**src/rtl/core/sgaf_pkg.sv**
```systemverilog
// ----------------------------------------------------------------------------
// sgaf_pkg
// Shared types and constants for the stick gesture arming block.
// ----------------------------------------------------------------------------
package sgaf_pkg;

  localparam int unsigned STICK_W = 11;
  localparam int unsigned TIME_W  = 32;
  localparam int unsigned CIDX_W  = 3;
  localparam int unsigned CDATA_W = 32;

  // register indexes on the config port
  localparam logic [CIDX_W-1:0] CFG_THROTTLE_MAX = 3'd0;
  localparam logic [CIDX_W-1:0] CFG_ROLL_MIN     = 3'd1;
  localparam logic [CIDX_W-1:0] CFG_PITCH_MAX    = 3'd2;
  localparam logic [CIDX_W-1:0] CFG_YAW_MAX      = 3'd3;
  localparam logic [CIDX_W-1:0] CFG_ARM_HOLD     = 3'd4;
  localparam logic [CIDX_W-1:0] CFG_DISARM_HOLD  = 3'd5;

  // reset values
  localparam logic signed [STICK_W-1:0] RST_THROTTLE_MAX = 11'sd55;
  localparam logic signed [STICK_W-1:0] RST_ROLL_MIN     = 11'sd445;
  localparam logic signed [STICK_W-1:0] RST_PITCH_MAX    = -11'sd445;
  localparam logic signed [STICK_W-1:0] RST_YAW_MAX      = -11'sd445;
  localparam logic [TIME_W-1:0]         RST_ARM_HOLD     = 32'd1000;
  localparam logic [TIME_W-1:0]         RST_DISARM_HOLD  = 32'd1000;

  typedef enum logic [2:0] {
    PH_DISARMED       = 3'd0,
    PH_ARMING         = 3'd1,
    PH_ARM_STANDBY    = 3'd2,
    PH_ARMED          = 3'd3,
    PH_DISARMING      = 3'd4,
    PH_DISARM_STANDBY = 3'd5,
    PH_DEBUG          = 3'd6
  } phase_t;

  typedef enum logic {
    KIND_UPDATE = 1'b0,
    KIND_DEBUG  = 1'b1
  } kind_t;

  typedef struct packed {
    logic signed [STICK_W-1:0] throttle_max;
    logic signed [STICK_W-1:0] roll_min;
    logic signed [STICK_W-1:0] pitch_max;
    logic signed [STICK_W-1:0] yaw_max;
    logic [TIME_W-1:0]         arm_hold_ms;
    logic [TIME_W-1:0]         disarm_hold_ms;
  } cfg_t;

  typedef struct packed {
    logic signed [STICK_W-1:0] throttle;
    logic signed [STICK_W-1:0] roll;
    logic signed [STICK_W-1:0] pitch;
    logic signed [STICK_W-1:0] yaw;
  } sticks_t;

  // per-item control from the input register into the fsm
  typedef struct packed {
    logic              step;
    kind_t             kind;
    logic              gesture;
    logic [TIME_W-1:0] now_ms;
  } fsm_req_t;

  typedef struct packed {
    phase_t phase;
    logic   is_armed;
  } fsm_res_t;

endpackage

```
**src/rtl/core/stick_gesture_arming_fsm.sv**
```systemverilog
// ----------------------------------------------------------------------------
// stick_gesture_arming_fsm
// Remote-control arm / disarm state machine driven by a stick gesture.
// ----------------------------------------------------------------------------
// Each input beat is either a periodic update (four signed stick channels and
// a millisecond timestamp) or a debug request, and yields exactly one output
// beat with the new phase and the armed flag. The block takes one beat per
// clock cycle when the output side is not stalling; a beat passes through
// the input register and then the result register, with the gesture
// compare, the 32-bit elapsed-time compare and the phase update done in the
// single combinational pass between them. Stall propagates back through both
// registers in the same cycle, so a full pipe stalls the input at once.
// Configuration registers are written through cfg_we / cfg_index / cfg_wdata,
// and the user must only do so with no beat in flight; the block does not check.
// They reset to throttle 55, roll 445, pitch and yaw -445, 1000 ms both holds.
module stick_gesture_arming_fsm import sgaf_pkg::*; (
  input  logic                      clk,
  input  logic                      rst_n,
  // config port
  input  logic                      cfg_we,
  input  logic [CIDX_W-1:0]         cfg_index,
  input  logic [CDATA_W-1:0]        cfg_wdata,
  // input channel
  input  logic                      in_valid,
  output logic                      in_stall,
  input  logic                      in_kind,
  input  logic signed [STICK_W-1:0] in_throttle_stick,
  input  logic signed [STICK_W-1:0] in_roll_stick,
  input  logic signed [STICK_W-1:0] in_pitch_stick,
  input  logic signed [STICK_W-1:0] in_yaw_stick,
  input  logic [TIME_W-1:0]         in_now_ms,
  // result channel
  output logic                      out_valid,
  input  logic                      out_stall,
  output logic [2:0]                out_phase,
  output logic                      out_is_armed
);

  cfg_t              cfg;
  // input register
  logic              s1_valid_r;
  kind_t             s1_kind_r;
  sticks_t           s1_sticks_r;
  logic [TIME_W-1:0] s1_now_r;
  // result register
  logic              out_valid_r;
  fsm_res_t          out_res_r;

  logic     s1_adv;   // input register may move into the result register
  logic     gesture;
  fsm_req_t fsm_req;
  fsm_res_t fsm_res;

  sgaf_cfg_regs u_cfg (
    .clk       (clk),
    .rst_n     (rst_n),
    .cfg_we    (cfg_we),
    .cfg_index (cfg_index),
    .cfg_wdata (cfg_wdata),
    .cfg_o     (cfg)
  );

  // result register frees up when empty or being taken this cycle
  assign s1_adv   = !out_valid_r || !out_stall;
  assign in_stall = s1_valid_r && !s1_adv;

  always_ff @(posedge clk) begin
    if (!rst_n) begin
      s1_valid_r <= 1'b0;
    end else if (!in_stall) begin
      s1_valid_r <= in_valid;
    end
  end

  // payload capture, no reset needed
  always_ff @(posedge clk) begin
    if (in_valid && !in_stall) begin
      s1_kind_r            <= kind_t'(in_kind);
      s1_sticks_r.throttle <= in_throttle_stick;
      s1_sticks_r.roll     <= in_roll_stick;
      s1_sticks_r.pitch    <= in_pitch_stick;
      s1_sticks_r.yaw      <= in_yaw_stick;
      s1_now_r             <= in_now_ms;
    end
  end

  sgaf_gesture u_gesture (
    .sticks_i  (s1_sticks_r),
    .cfg_i     (cfg),
    .gesture_o (gesture)
  );

  // the fsm state commits exactly when the beat moves to the result register
  assign fsm_req.step    = s1_valid_r && s1_adv;
  assign fsm_req.kind    = s1_kind_r;
  assign fsm_req.gesture = gesture;
  assign fsm_req.now_ms  = s1_now_r;

  sgaf_phase_fsm u_fsm (
    .clk   (clk),
    .rst_n (rst_n),
    .req_i (fsm_req),
    .cfg_i (cfg),
    .res_o (fsm_res)
  );

  always_ff @(posedge clk) begin
    if (!rst_n) begin
      out_valid_r <= 1'b0;
    end else if (s1_adv) begin
      out_valid_r <= s1_valid_r;
    end
  end

  always_ff @(posedge clk) begin
    if (fsm_req.step) begin
      out_res_r <= fsm_res;
    end
  end

  assign out_valid    = out_valid_r;
  assign out_phase    = out_res_r.phase;
  assign out_is_armed = out_res_r.is_armed;

`ifndef SYNTHESIS
  a_accept_fills_s1: assert property (@(posedge clk) disable iff (!rst_n)
    in_valid && !in_stall |=> s1_valid_r)
    else $error("accepted beat not held in input register");

  a_s1_moves_out: assert property (@(posedge clk) disable iff (!rst_n)
    s1_valid_r && s1_adv |=> out_valid_r)
    else $error("beat lost between input and result register");

  a_armed_flag: assert property (@(posedge clk) disable iff (!rst_n)
    out_valid_r |-> out_res_r.is_armed == (out_res_r.phase == PH_ARMED ||
      out_res_r.phase == PH_DISARMING || out_res_r.phase == PH_DISARM_STANDBY ||
      out_res_r.phase == PH_DEBUG))
    else $error("armed flag disagrees with phase");
`endif

endmodule

```
**src/rtl/core/sgaf_cfg_regs.sv**
```systemverilog
// ----------------------------------------------------------------------------
// sgaf_cfg_regs
// Write-only configuration registers for gesture limits and hold times.
// ----------------------------------------------------------------------------
module sgaf_cfg_regs import sgaf_pkg::*; (
  input  logic               clk,
  input  logic               rst_n,
  input  logic               cfg_we,
  input  logic [CIDX_W-1:0]  cfg_index,
  input  logic [CDATA_W-1:0] cfg_wdata,
  output cfg_t               cfg_o
);

  cfg_t cfg_r;

  always_ff @(posedge clk) begin
    if (!rst_n) begin
      cfg_r.throttle_max   <= RST_THROTTLE_MAX;
      cfg_r.roll_min       <= RST_ROLL_MIN;
      cfg_r.pitch_max      <= RST_PITCH_MAX;
      cfg_r.yaw_max        <= RST_YAW_MAX;
      cfg_r.arm_hold_ms    <= RST_ARM_HOLD;
      cfg_r.disarm_hold_ms <= RST_DISARM_HOLD;
    end else if (cfg_we) begin
      unique case (cfg_index)
        CFG_THROTTLE_MAX: cfg_r.throttle_max   <= cfg_wdata[STICK_W-1:0];
        CFG_ROLL_MIN:     cfg_r.roll_min       <= cfg_wdata[STICK_W-1:0];
        CFG_PITCH_MAX:    cfg_r.pitch_max      <= cfg_wdata[STICK_W-1:0];
        CFG_YAW_MAX:      cfg_r.yaw_max        <= cfg_wdata[STICK_W-1:0];
        CFG_ARM_HOLD:     cfg_r.arm_hold_ms    <= cfg_wdata[TIME_W-1:0];
        CFG_DISARM_HOLD:  cfg_r.disarm_hold_ms <= cfg_wdata[TIME_W-1:0];
        default: ; // unknown index, write dropped
      endcase
    end
  end

  assign cfg_o = cfg_r;

endmodule

```
**src/rtl/core/sgaf_gesture.sv**
```systemverilog
// ----------------------------------------------------------------------------
// sgaf_gesture
// Signed compare of the four sticks against the configured gesture window.
// ----------------------------------------------------------------------------
module sgaf_gesture import sgaf_pkg::*; (
  input  sticks_t sticks_i,
  input  cfg_t    cfg_i,
  output logic    gesture_o
);

  logic thr_ok, roll_ok, pitch_ok, yaw_ok;

  assign thr_ok    = (sticks_i.throttle <= cfg_i.throttle_max);
  assign roll_ok   = (sticks_i.roll     >= cfg_i.roll_min);
  assign pitch_ok  = (sticks_i.pitch    <= cfg_i.pitch_max);
  assign yaw_ok    = (sticks_i.yaw      <= cfg_i.yaw_max);
  assign gesture_o = thr_ok & roll_ok & pitch_ok & yaw_ok;

endmodule

```
**src/rtl/core/sgaf_phase_fsm.sv**
```systemverilog
// ----------------------------------------------------------------------------
// sgaf_phase_fsm
// Arm / disarm phase machine with hold-start timestamp.
// ----------------------------------------------------------------------------
module sgaf_phase_fsm import sgaf_pkg::*; (
  input  logic     clk,
  input  logic     rst_n,
  input  fsm_req_t req_i,
  input  cfg_t     cfg_i,
  output fsm_res_t res_o
);

  phase_t            phase_r, phase_nxt;
  logic [TIME_W-1:0] hold_start_r, hold_start_nxt;
  logic [TIME_W-1:0] elapsed;

  // wrapping difference
  assign elapsed = req_i.now_ms - hold_start_r;

  always_comb begin
    phase_nxt      = phase_r;
    hold_start_nxt = hold_start_r;
    if (req_i.kind == KIND_DEBUG) begin
      phase_nxt = PH_DEBUG;
    end else begin
      unique case (phase_r)
        PH_ARMED: begin
          if (req_i.gesture) begin
            phase_nxt      = PH_DISARMING;
            hold_start_nxt = req_i.now_ms;
          end
        end
        PH_DISARMED: begin
          if (req_i.gesture) begin
            phase_nxt      = PH_ARMING;
            hold_start_nxt = req_i.now_ms;
          end
        end
        PH_DISARMING: begin
          if (!req_i.gesture) begin
            phase_nxt = PH_ARMED;
          end else if (elapsed > cfg_i.disarm_hold_ms) begin
            phase_nxt = PH_DISARM_STANDBY;
          end
        end
        PH_DISARM_STANDBY: begin
          if (!req_i.gesture) phase_nxt = PH_DISARMED;
        end
        PH_ARMING: begin
          if (!req_i.gesture) begin
            phase_nxt = PH_DISARMED;
          end else if (elapsed > cfg_i.arm_hold_ms) begin
            phase_nxt = PH_ARM_STANDBY;
          end
        end
        PH_ARM_STANDBY: begin
          if (!req_i.gesture) phase_nxt = PH_ARMED;
        end
        default: begin
          // debug and the unused code fall back to disarmed
          phase_nxt = PH_DISARMED;
        end
      endcase
    end
  end

  // result describes the phase after this item
  always_comb begin
    res_o.phase = phase_nxt;
    unique case (phase_nxt)
      PH_ARMED, PH_DISARMING, PH_DISARM_STANDBY, PH_DEBUG: res_o.is_armed = 1'b1;
      default:                                             res_o.is_armed = 1'b0;
    endcase
  end

  always_ff @(posedge clk) begin
    if (!rst_n) begin
      phase_r      <= PH_DISARMED;
      hold_start_r <= '0;
    end else if (req_i.step) begin
      phase_r      <= phase_nxt;
      hold_start_r <= hold_start_nxt;
    end
  end

`ifndef SYNTHESIS
  a_idle_holds: assert property (@(posedge clk) disable iff (!rst_n)
    !req_i.step |=> $stable(phase_r) && $stable(hold_start_r))
    else $error("fsm state moved without an item");

  a_debug_enter: assert property (@(posedge clk) disable iff (!rst_n)
    req_i.step && req_i.kind == KIND_DEBUG |=> phase_r == PH_DEBUG)
    else $error("debug item did not enter debug phase");

  a_hold_start_src: assert property (@(posedge clk) disable iff (!rst_n)
    $past(rst_n) && hold_start_r != $past(hold_start_r) |->
      $past(phase_r) == PH_DISARMED || $past(phase_r) == PH_ARMED)
    else $error("hold start changed outside a stable phase");

  a_release_arming: assert property (@(posedge clk) disable iff (!rst_n)
    req_i.step && req_i.kind == KIND_UPDATE && !req_i.gesture &&
      phase_r == PH_ARMING |=> phase_r == PH_DISARMED)
    else $error("early release while arming did not revert");
`endif

endmodule
```
**config.mk**
```make
export PLATFORM = sky130hd
export DESIGN_NAME = stick_gesture_arming_fsm
export DESIGN_NICKNAME = d
export VERILOG_FILES = /design/src/rtl/core/sgaf_pkg.sv /design/src/rtl/core/stick_gesture_arming_fsm.sv /design/src/rtl/core/sgaf_cfg_regs.sv /design/src/rtl/core/sgaf_gesture.sv /design/src/rtl/core/sgaf_phase_fsm.sv
export SDC_FILE = /design/constraint.sdc
export NUM_CORES = 1
export LEC_CHECK = 0
export CAP_MARGIN = 40
export CELL_PAD_IN_SITES_DETAIL_PLACEMENT = 0
export CELL_PAD_IN_SITES_GLOBAL_PLACEMENT = 1
export CORE_UTILIZATION = 45
export DETAILED_ROUTE_END_ITERATION = 7
export DONT_BUFFER_PORTS = 1
export PLACE_DENSITY = 0.77
export SKIP_LAST_GASP = 1
export SYNTH_ARGS = -nofsm -noshare
export SYNTH_HDL_FRONTEND = slang
export SYNTH_SLANG_ARGS = --single-unit
```
**constraint.sdc**
```tcl
create_clock -name clk -period 5.7 [get_ports clk]
set_input_delay 1.14 -clock clk [delete_from_list [all_inputs] [get_ports clk]]
set_output_delay 1.14 -clock clk [all_outputs]
set_load 0.1 [all_outputs]
```
After elaboration in Yosys (flattened, before gate mapping)

Index checks and enable logic that the tools add are counted.
Widths: inputs -> output; s select.

Equality and inequality tests: 14
Order comparisons: 6
Add/sub/neg operators: 1
Reductions and logical operators: 19
Multiplexer cells: 11
Bitwise operators: 4

Operators with widths:

| kind               | count |
|---|---|
| $gt 32x32->1       | 2 |
| $le 11x11->1       | 3 |
| $sub 32x32->32     | 1 |
| $mux 3             | 9 |
| $eq 3x3->1 const B | 7 |
| $pmux 3 s6         | 1 |
| $eq 3x2->1 const B | 5 |
| $reduce_and 2->1   | 6 |
| $ge 11x11->1       | 1 |
| $eq 3x1->1 const B | 2 |
| $logic_not 3->1    | 2 |
| $logic_not 1->1    | 4 |
| $reduce_and 4->1   | 1 |
| $reduce_or 4->1    | 1 |
| $and 1x1->1        | 3 |
| $logic_and 1x1->1  | 3 |
| $reduce_or 2->1    | 1 |
| $logic_or 1x1->1   | 1 |
| $mux 1             | 1 |
| $not 1->1          | 1 |

Input port bits: 117
Register bits after elaboration: 226

Longest topological paths before layout

Gate-level depths: netlist of run 1.

Depth in word-level cells: 10
Gate-level depth with buffers: 23

Hierarchy

A second synthesis of run 1 with hierarchy kept.

Cells, all modules: 1,250
Area total of the unflattened synthesis: 12,598.3 µm²

Modules (own cells, without submodules):

| module                   | area an instance (µm²) | seq. area each (µm²) | cells an instance | times used |
|---|---|---|---|---|
| sgaf_phase_fsm           | 4,815.9                | 700.7                | 603               | 1 |
| sgaf_cfg_regs            | 4,135.2                | 2,162.1              | 402               | 1 |
| stick_gesture_arming_fsm | 2,516.2                | 2,472.4              | 89                | 1 |
| sgaf_gesture             | 1,131.1                | 0.0                  | 156               | 1 |

Worst setup path after synthesis of run 1

No wires, ideal clock.

Kind: in2reg
From: input port out_stall
To: register s1_kind_r, enable pin
Path slack: -47 ps
Setup time: 520 ps
Buffers on the path: 0
Required time: 5,180 ps
Arrival time: 5,226 ps
Stages on the path: 2
Path through: and3_1 nor2b_1

Longest elaborated chain between the ends: 6

RTL lines:

| what                   | RTL line                       | text |
|---|---|---|
| start: declaration     | stick_gesture_arming_fsm.sv:34 | `input logic out_stall,` |
| $logic_not 1->1        | stick_gesture_arming_fsm.sv:64 | `assign s1_adv = !out_valid_r \|\| !out_stall;` |
| $logic_or 1x1->1       | stick_gesture_arming_fsm.sv:64 |  |
| $logic_not 1->1        | stick_gesture_arming_fsm.sv:65 | `assign in_stall = s1_valid_r && !s1_adv;` |
| $logic_and 1x1->1      | stick_gesture_arming_fsm.sv:65 |  |
| $logic_not 1->1        | stick_gesture_arming_fsm.sv:77 | `if (in_valid && !in_stall) begin` |
| $logic_and 1x1->1      | stick_gesture_arming_fsm.sv:77 |  |
| end signal: assignment | stick_gesture_arming_fsm.sv:78 | `s1_kind_r <= kind_t'(in_kind);` |
| end: declaration       | stick_gesture_arming_fsm.sv:42 | `kind_t s1_kind_r;` |

Every way passes these cells.
A chain may end at the register's enable or synchronous reset.

==> impl_metrics.csv, run 1 <==
group,metric,value,unit
power_and_ir_drop,swShare,0.2547,
grt,grtUsageTotal,0.2034,
finish,fin_nets,1561,
floorplan,start_util,0.4573,
finish,multiInputGateArea,6196,um2
grt,grt_overflow,0,
hold_path,hold_path_depth,2,
setup_path,r2r_cells,19,
synthesis,ys_types,62,
power_and_ir_drop,power_leakage,5.530,nW
setup_path,max_stage_delay,650,ps
setup_path,r2r_start,"s1_now_r[11]",
grt,met2_usage,0.3482,
cts,clk-insertion-delay-late,550,ps
hold_path,hold_path_class,"reg -> reg",
setup_path,critPathTopFamily,"compound AO/OA/AOI/OAI gates",
setup_path,r2r_end,"out_phase[0]",
timing,skew,16.54,ps
timing,max_freq,198.3,MHz
cts,htreeDepth,1,
grt,grt_pass1_vias,8647,
synthesis,syn_area_per_cell,9.442,um2
finish,diodes,0,
timing,tightest_slew,755.5,ps
drt,wl_per_cell,16.89,um
setup_path,cpMostUsedCell,"a21o_1",
drt,drc,0,
cts,clk_path_buf_depth,3,
timing,rsz0062_at_grt,"false",
timing,finalCriticalPeriod,5044,ps
timing,hold_violations,0,
finish,fill_cells,2462,
setup_path,crit_chain,"ha_1 > nand3_1 > nor2_1 > nand3_1 > nor4b_1 > o21ai_1 > a21o_1 > o21ai_0 > xor2_1 > ha_1 > a21o_1 > a21o_1 > a21oi_1 > o22ai_1 > a2111oi_0 > a21boi_1 > o32ai_1 > mux2i_1 > nor2_1",
synthesis,netlist_instances,1298,
setup_path,ff2ff_setup_slack,660,ps
setup_path,crit_arrival,5440,ps
placement,port-buffer-count,0,
cts,post_cts_buffers,0,
drt,dr.pass1.iters,5,
floorplan,fp.coreArea,26800,um2
finish,regArea,5335,um2
cts,cts_buffers,27,
run_status,status,"finished clean",
setup_path,critPathLaunchType,"register",
placement,gp_congestion,0.9033,
drt,vias_per_cell,5.279,
synthesis,synthesis.nets,1555,
timing,setup_violations,0,
grt,antenna_found_initial,0,
placement,place_ws,534.6,ps
grt,top_usage_layer,"met2",
hold_path,min-delay-start,"u_cfg.cfg_o[30]",
synthesis,synth_area,12260,um2
drt,vias,8795,
power_and_ir_drop,seq_power_share,0.449,
floorplan,fp.dieH,167.0,um
setup_path,path_class,"reg -> reg",
cts,cts_root_buf,"clkbuf_16",
drt,wl,28.14,mm
setup_path,critical_path_required,6090,ps
power_and_ir_drop,p_int,0.002919,W
grt,grt_max_degree,146,
setup_path,slowest_stage,"nor4b_1",
cts,cts.clk_slew.worst_paths,60,ps
flow_run,maxCapViolCount,0,
setup_path,worst-path-buf-inv,0,
timing,final.setup.tns,0,ps
synthesis,synthFlopType,"dfxtp_1",
floorplan,die-area,27900,um2
timing,finalMaxSlewViolations,0,
drt,postRouteAntennaNets,0,
cts,cts_tree,"done",
grt,use_met1,0.2603,
power_and_ir_drop,power_switching,0.0009979,W
power_and_ir_drop,pwr_density_cell,287.0,nW/um2
grt,use_met3,0.04040,
floorplan,die_w,167.0,um
synthesis,ys_seq_elements,226,
synthesis,ys_seq_area_frac,0.4353,
finish,final_layout_size_suffix_gt1_frac,0.05660,
timing,timing.final.crit_share,0.8849,
synthesis,synth-edff-count,81,
drt,drt-initial-drc-count,541,
synthesis,ys.warnings.count,0,
hold_path,min_to,"u_cfg.cfg_o[30]",
power_and_ir_drop,p_comb_frac,0.113,
floorplan,ios,123,
power_and_ir_drop,ir_worst_vdd,251.4,uV
setup_path,worstPathMaxFanout,6,
cts,clock-sinks,226,
placement,hpwl,20.22,mm
finish,area_growth,11.36,%
timing,maxSlewHeadroom,0.4958,
floorplan,rows,60,
grt,grt_pass1_wl,45.30,mm
setup_path,cp-end-kind,"register",
timing,setup_ws,655.9,ps
synthesis,async_reset_ff_frac,0,
power_and_ir_drop,clockPowerShare,0.438,
[cell families (layout without fill, tap and decap cells)]
group,count (synthesis),in the layout,share of synthesized area
buf+inv,192,219,0.06064
compound gates,288,288,0.1645
fa+ha+maj,140,140,0.1435
flops,226,226,0.4353
simple gates,389,389,0.1475
mux,34,34,0.02777
xor+xnor,29,29,0.02073
[Yosys cell counts, drive strengths merged, types with 23 or more instances]
cell / n / area [um2]
o211ai: 33 / 247.7
mux2i: 34 / 340.3
ha: 139 / 1739
a21boi: 75 / 563.0
a21o: 54 / 405.4
clkbuf: 33 / 123.9
nor2: 38 / 142.6
o21ai: 27 / 135.1
a21oi: 48 / 244.0
nand4: 23 / 143.9
edfxtp: 81 / 2432
nand2: 214 / 803.3
dfxtp: 145 / 2903
nor2b: 53 / 331.6
inv: 153 / 574.3
[layout make-up]
| class | count | share of cell area |
|---|---|---|
| Clock buffer | 37 | 0.05831 |
| Multi-Input combinational cell | 880 | 0.4540 |
| Sequential cell | 226 | 0.3909 |
| Inverter | 153 | 0.04208 |
| Timing Repair Buffer | 16 | 0.01577 |
| Tap cell | 341 | 0.03126 |
| Clock inverter | 13 | 0.007701 |
[tightest hold or removal path: cells and delay by family (launching register included)]
kind	cells	cell delay, ps
DFF	1	300
AOI/OAI and AO/OA	1	60
and+or+nand+nor	1	50
[metrics by stage]
| step | instance area (um2) | hold WS (ps) | instances | total power (W) | util |
|---|---|---|---|---|---|
| after floorplan | 12260 | 443.5 | 1298 | 0.002132 | - |
| after global placement | 12590 | 449.5 | 1608 | 0.002220 | 0.4696 |
| after detailed placement | 12740 | 456.1 | 1616 | 0.002236 | 0.4754 |
| after CTS | 13640 | 465.5 | 1666 | 0.003970 | 0.5090 |
| after global routing | 13650 | 478.4 | 1666 | 0.004098 | 0.5092 |
| final | 13650 | 462.0 | 1666 | 0.003917 | 0.5092 |
[worst max path at each step]
stage / startpoint / endpoint / slack (ps) / cells past startpoint
2_1_floorplan: out_stall / s1_kind_r / 1420 / 2
3_3_place_gp: s1_now_r[0] / out_phase[0] / 810 / 22
3_5_place_dp: s1_now_r[0] / out_phase[0] / 530 / 22
4_1_cts: s1_now_r[0] / out_phase[0] / 510 / 22
5_1_grt: s1_now_r[0] / out_phase[0] / 30 / 22
6_report: s1_now_r[11] / out_phase[0] / 660 / 19
[placed cells by master (no fill, tap or decap), types with 23 or more instances in the layout]
master / Yosys / layout
nand2_1: 214 / 214
nor2b_1: 53 / 52
dfxtp_1: 145 / 145
inv_1: 153 / 153
o211ai_1: 33 / 33
a21o_1: 54 / 54
a21boi_0: 74 / 74
ha_1: 139 / 139
mux2i_1: 34 / 34
a21oi_1: 47 / 47
edfxtp_1: 81 / 81
clkbuf_16: 0 / 29
nor2_1: 38 / 36
nand4_1: 23 / 23
[state kept, by name, indices dropped and copies added, names as in the netlist]
register	flops
s1_sticks_r	44
out_valid	1
u_fsm.phase_r	3
s1_valid_r	1
s1_kind_r	1
out_phase	3
out_is_armed	1
u_fsm.hold_start_r	32
u_cfg.cfg_o	108
s1_now_r	32
[repair_timing]
item | 4_1_cts | 5_1_grt
hold endpoints to repair | 0 | 0
gates resized for setup | 0 | 1
setup endpoints to repair | 0 | 2
hold buffers | 0 | 0
[metal layers]
metal,share of wire,routed length (um)
met3,0.053,1482
met2,0.47,13160
met5,0,0
met4,0.023,642
met1,0.46,12860
[power by group through the flow]
stage	clock [W]	sequential, W	combinational [W]
6_report	0.00172	0.00176	0.000442
3_5_place_dp	0	0.00179	0.000442
4_1_cts	0.00176	0.00176	0.000445
3_3_place_gp	0	0.00181	0.000413
5_1_grt	0.00183	0.00177	0.000503
2_1_floorplan	0	0.00180	0.000333
Power figures use the tool's default switching activity.
==> run 2, diff against run 1 <==
--- a/config.mk
+++ b/config.mk
@@ -5,13 +5,14 @@
 export SDC_FILE = /design/constraint.sdc
 export NUM_CORES = 1
 export LEC_CHECK = 0
+export ABC_AREA = 1
 export CAP_MARGIN = 40
 export CELL_PAD_IN_SITES_DETAIL_PLACEMENT = 0
 export CELL_PAD_IN_SITES_GLOBAL_PLACEMENT = 1
 export CORE_UTILIZATION = 45
 export DETAILED_ROUTE_END_ITERATION = 7
 export DONT_BUFFER_PORTS = 1
-export PLACE_DENSITY = 0.77
+export PLACE_DENSITY = 0.78
 export SKIP_LAST_GASP = 1
 export SYNTH_ARGS = -nofsm -noshare
 export SYNTH_HDL_FRONTEND = slang
==> impl_metrics.csv, run 2 <==
group,metric,value,unit
run_status,status,"finished, violations left",
run_status,violations,"DRC",
placement,hpwl,20.57,mm
floorplan,die_w,166.2,um
drt,drt-initial-drc-count,613,
setup_path,critPathTopFamily,"compound AO/OA/AOI/OAI gates",
finish,layout_commonest_cell,"inv_1",
cts,cts_root_buf,"clkbuf_16",
timing,skew,13.57,ps
synthesis,netlist_instances,1390,
grt,grtUsageTotal,0.2051,
floorplan,ios,123,
synthesis,ys_seq_elements,226,
synthesis,syn_area_per_cell,8.725,um2
cts,cts_hold_buf,0,
power_and_ir_drop,power.total,0.003811,W
drt,drc,7,
finish,final_layout_size_suffix_gt1_frac,0.07736,
cts,clk_path_buf_depth,3,
synthesis,yosys.area.top_type,"dfxtp_1",
placement,port-buffer-count,0,
cts,cts_resized,0,
synthesis,synth_top_area_share,0.2393,
synthesis,ys_types,41,
finish,fill_cells,2489,
timing,final.setup.tns,0,ps
setup_path,slowest_stage,"fa_1",
timing,tightest_slew,844.7,ps
setup_path,crit_start,"s1_now_r[0]",
setup_path,path_class,"reg -> reg",
cts,cts_tree,"done",
synthesis,synth_area,12130,um2
hold_path,hold_path_class,"reg -> reg",
setup_path,max_stage_delay,400,ps
setup_path,worst-path-buf-inv,3,
finish,fin_nets,1648,
drt,wl_per_cell,15.92,um
setup_path,worstPathMaxFanout,3,
finish,diodes,0,
setup_path,critical_path_required,5990,ps
synthesis,yosysMostFrequentCell,"inv_1",
setup_path,r2r_start,"s1_now_r[0]",
finish,final_cell_mix,"inv_1, nand2_1, a21oi_1",
timing,finalCriticalPeriod,4357,ps
setup_path,crit_chain,"inv_1 > ha_1 > inv_1 > fa_1 > nand3_1 > nand2_1 > a21oi_1 > o21ai_2 > a21oi_2 > o21ai_1 > a21oi_1 > xor2_1 > ha_1 > nand2_1 > nor2_1 > nand4_1 > nor3_1 > nand4_1 > nand2_1 > a21oi_1 > o21ai_1 > inv_2 > nand2_1 > nand2_1",
synthesis,synth-edff-count,81,
cts,cts.clk_slew.worst_paths,60,ps
power_and_ir_drop,power_leakage,5.514,nW
timing,finalMaxSlewViolations,0,
finish,post-route-util,0.5059,
floorplan,die-area,27610,um2
placement,gp_congestion,0.8822,
timing,hold_violations,0,
finish,fin_area,13290,um2
cts,cts_buffers,25,
setup_path,cpMostUsedCell,"nand2_1",
timing,setup_violations,0,
finish,largest_reg_flops,108,
grt,grt_pass1_wl,45.76,mm
floorplan,fp.coreArea,26280,um2
setup_path,critPathLaunchType,"register",
drt,postRouteAntennaNets,0,
floorplan,fp.dieH,166.2,um
timing,rsz0062_at_grt,"false",
cts,post_cts_buffers,0,
grt,grt_pass1_vias,8890,
drt,vias,9046,
placement,dp.cells,1699,
cts,clock-sinks,226,
floorplan,rows,59,
cts,htreeDepth,1,
grt,grt_max_degree,144,
synthesis,ys_seq_area_frac,0.4399,
finish,finalNonFillerCells,1744,
finish,regArea,5335,um2
finish,multiInputGateArea,5812,um2
hold_path,min-delay-start,"u_cfg.cfg_o[83]",
synthesis,synthesis.nets,1647,
drt,wl,27.77,mm
setup_path,crit_arrival,4650,ps
synthesis,synthFlopType,"dfxtp_1",
grt,grt_overflow,0,
timing,timing.final.crit_share,0.7643,
synthesis,ys.warnings.count,0,
cts,clk-insertion-delay-late,540,ps
synthesis,synthTopCellsByArea,"dfxtp_1, edfxtp_1, ha_1, a21oi_1, inv_1",
placement,post_dp_cell_area,12550,um2
timing,max_freq,229.5,MHz
flow_run,maxCapViolCount,0,
finish,area_growth,9.615,%
floorplan,start_util,0.4615,
timing,maxSlewHeadroom,0.4348,
synthesis,async_reset_ff_frac,0,
synthesis,netlist_top_cells_count,"inv_1, nand2_1, a21oi_1, dfxtp_1, ha_1",
power_and_ir_drop,pwr_density_cell,286.7,nW/um2
drt,vias_per_cell,5.187,
drt,dr.pass1.iters,7,
grt,antenna_found_initial,0,
setup_path,cp-end-kind,"register",
power_and_ir_drop,ir_worst_vdd,241.8,uV
==> run 2: cell count changes in the layout (fill, tap and decap cells not counted), moves of 13 or more <==
cell and delta:
nand2_1 -13, a21o_1 -49, nor2b_1 -52, inv_1 +56, a21boi_0 -74, mux2i_1 -34
a21oi_2 +31, o21ai_0 +92, nor2_1 +30, a21oi_1 +120, o21ai_1 +25
==> run 2: kinds of logic after synthesis <==
family                     after synthesis  synth area share
AOI/OAI and AO/OA                      401            0.1898
DFF                                    226            0.4399
buffers and inverters                  250           0.08109
adders and majority gates              140            0.1451
xor gates and xnor gates                30           0.02166
and+or+nand+nor                        343            0.1225
==> run 2: final timing paths <==
check | cells after the start | endpoint | slack (ps)
setup / recovery | 24 | out_is_armed | 1340
hold / removal | 2 | u_cfg.cfg_o[83] | 460
hold reg to reg | 2 | u_cfg.cfg_o[83] | 460
setup reg to reg | 24 | out_is_armed | 1340
==> run 2: through the flow <==
stage / worst slack [ps] / hold slack (ps)
finish: 1343 / 455.4
global route: 942.4 / 467.6
global placement: 1489 / 445.6
floorplan: 1423 / 435.3
detailed placement: 1402 / 451.1
CTS: 1359 / 460.0
==> run 2: report_power, final <==
part / leakage, nW / internal [W] / switching [W]
logic: 3.18 / 0.000204 / 0.000343
clock network: 0.363 / 0.000843 / 0.000652
registers: 1.97 / 0.00174 / 0.0000271
total: 5.51 / 0.00279 / 0.00102
==> run 2: worst reg2reg max path, cell delays in order, from the launching register on <==
cell and delay, ps:
edfxtp_1 360, inv_1 80, ha_1 180, inv_1 80
fa_1 400, nand3_1 90, nand2_1 100, a21oi_1 250
o21ai_2 140, a21oi_2 260, o21ai_1 140, a21oi_1 190
xor2_1 280, ha_1 170, nand2_1 70, nor2_1 150
nand4_1 130, nor3_1 250, nand4_1 120, nand2_1 160
a21oi_1 90, o21ai_1 250, inv_2 60, nand2_1 60
nand2_1 60
==> run 2: area by class of cell <==
cell class / count / area share
Inverter: 212 / 0.05995
Clock inverter: 7 / 0.003859
Sequential cell: 226 / 0.4013
Timing Repair Buffer: 12 / 0.01393
Tap cell: 335 / 0.03153
Clock buffer: 38 / 0.05224
Multi-Input combinational cell: 914 / 0.4372
==> run 2: layer usage <==
| metal | track usage | routed length (um) |
|---|---|---|
| met5 | 0 | 0 |
| met3 | 0.03241 | 1476 |
| met2 | 0.3320 | 12380 |
| met4 | 0.05404 | 592 |
| met1 | 0.2844 | 13320 |
==> run 3, diff against run 2 <==
==> constraint.sdc (replaced) <==
create_clock -name clk -period 4.4 [get_ports clk]
set_input_delay 0.88 -clock clk [delete_from_list [all_inputs] [get_ports clk]]
set_output_delay 0.88 -clock clk [all_outputs]
set_load 0.1 [all_outputs]
==> impl_metrics.csv, run 3 (synthesis gave the netlist of run 2 again) <==
group,metric,value,unit
floorplan,fp.coreArea,26280,um2
setup_path,crit_arrival,4470,ps
finish,regArea,5335,um2
timing,setup_violations,0,
placement,gp_congestion,0.9258,
cts,cts_buffers,26,
grt,antenna_found_initial,0,
timing,finalMaxSlewViolations,0,
finish,area_growth,11.05,%
setup_path,crit_chain,"ha_1 > a21oi_1 > o21ai_1 > a21oi_2 > o21ai_1 > nand2_1 > nand2_1 > a21oi_2 > o21bai_1 > xor2_1 > ha_1 > nand2_1 > nor2_2 > nand4_1 > nor3_2 > nand2_1 > nand2_1 > nand2_1 > nand3_1 > nand2_1 > o21ai_2 > inv_2 > nand2_1 > nand2_1",
drt,wl,28.01,mm
setup_path,worstPathMaxFanout,4,
drt,postRouteAntennaNets,0,
cts,clk-insertion-delay-late,540,ps
power_and_ir_drop,ir_worst_vdd,300.0,uV
power_and_ir_drop,power_leakage,5.586,nW
finish,fill_cells,2517,
timing,max_freq,238.9,MHz
cts,cts.clk_slew.worst_paths,60,ps
grt,grt_pass1_vias,8559,
grt,grt_pass1_wl,45.10,mm
hold_path,hold_path_class,"in -> reg",
floorplan,ios,123,
timing,timing.final.crit_share,0.9513,
floorplan,die-area,27610,um2
setup_path,path_class,"reg -> reg",
drt,vias,9119,
setup_path,critical_path_required,4690,ps
power_and_ir_drop,swShare,0.2647,
timing,tightest_slew,650.7,ps
placement,port-buffer-count,0,
drt,dr.pass1.iters,6,
run_status,violations,"DRC",
timing,skew,15.39,ps
drt,drc,7,
drt,wl_per_cell,15.98,um
power_and_ir_drop,power.total,0.005113,W
floorplan,start_util,0.4615,
cts,clock-sinks,226,
grt,grt_max_degree,144,
timing,holdWs,434.6,ps
finish,final_layout_size_suffix_gt1_frac,0.09379,
timing,final.setup.tns,0,ps
setup_path,cp-end-kind,"register",
finish,multiInputGateArea,5866,um2
flow_run,maxCapViolCount,0,
drt,drt-initial-drc-count,578,
cts,cts_tree,"done",
timing,maxSlewHeadroom,0.5658,
timing,finalCriticalPeriod,4186,ps
finish,largest_reg_flops,108,
cts,clk_path_buf_depth,3,
floorplan,rows,59,
setup_path,cpMostUsedCell,"nand2_1",
timing,rsz0062_at_grt,"false",
grt,grtUsageTotal,0.2026,
finish,layout_commonest_cell,"inv_1",
floorplan,die_w,166.2,um
setup_path,max_stage_delay,390,ps
placement,hpwl,20.44,mm
finish,final_cell_mix,"inv_1, nand2_1, a21oi_1",
power_and_ir_drop,p_comb_frac,0.141,
setup_path,slowest_stage,"edfxtp_1",
power_and_ir_drop,clockPowerShare,0.411,
floorplan,fp.dieH,166.2,um
power_and_ir_drop,p_int,0.003760,W
run_status,status,"finished, violations left",
power_and_ir_drop,pwr_density_cell,379.7,nW/um2
cts,htreeDepth,1,
power_and_ir_drop,seq_power_share,0.448,
timing,hold_violations,0,
cts,cts_root_buf,"clkbuf_16",
power_and_ir_drop,power_switching,0.001354,W
setup_path,critPathLaunchType,"register",
finish,fin_nets,1655,
drt,vias_per_cell,5.202,
finish,diodes,0,
cts,cts_hold_buf,0,
grt,grt_overflow,0,
run 3: power by group through the flow:
stage / combinational [W] / clock (W) / sequential (W)
finish: 0.000722 / 0.00210 / 0.00229
global route: 0.000829 / 0.00222 / 0.00230
CTS: 0.000714 / 0.00216 / 0.00229
detailed placement: 0.000708 / 0 / 0.00234
global placement: 0.000669 / 0 / 0.00235
floorplan: 0.000534 / 0 / 0.00234
run 3: final cells by class:
type                            count  area share
Clock inverter                     12    0.007153
Clock buffer                       36     0.05491
Timing Repair Buffer               18     0.01598
Sequential cell                   226      0.3961
Inverter                          212     0.05918
Multi-Input combinational cell    914      0.4355
Tap cell                          335     0.03112
run 3: path summary, 6_finish.rpt:
check             startpoint              end  slack, ps  depth (start not counted)
max reg2reg      s1_now_r[2]     out_is_armed        210                         24
min             in_now_ms[5]      s1_now_r[5]        430                          0
max              s1_now_r[2]     out_is_armed        210                         24
min reg2reg  u_cfg.cfg_o[96]  u_cfg.cfg_o[96]        460                          2
run 3: routing by layer:
| layer | vias to the layer above | routed length, um | GRT usage |
|---|---|---|---|
| met4 | 0 | 663 | 0.05201 |
| met2 | 179 | 12340 | 0.3238 |
| met5 | - | 0 | 0 |
| li1 | 4731 | - | - |
| met3 | 36 | 1300 | 0.03170 |
| met1 | 4173 | 13710 | 0.2849 |
run 3: per-stage QoR:
stage          utilization  worst slack, ps  area, um2  cells
2_1_floorplan            -            218.5      12130   1390
3_3_place_gp        0.4727            306.2      12420   1695
3_5_place_dp        0.4775            171.2      12550   1701
4_1_cts             0.5093            123.8      13380   1749
5_1_grt             0.5125           0.9170      13470   1753
6_report            0.5125            214.4      13470   1753
run 3: worst max-delay path: cells and delay by family, from the launching register on:
family	cells	cell delay, ps
AOI/OAI and AO/OA	7	1220
and+or+nand+nor	13	1400
adders and majority gates	2	680
buffers and inverters	1	60
xor gates and xnor gates	1	190
DFF	1	390
run 3: repair_timing:
item	CTS	global route
setup buffers	0	4
endpoints found under the setup margin	0	5
resized for setup	0	14
hold endpoints to repair	0	0
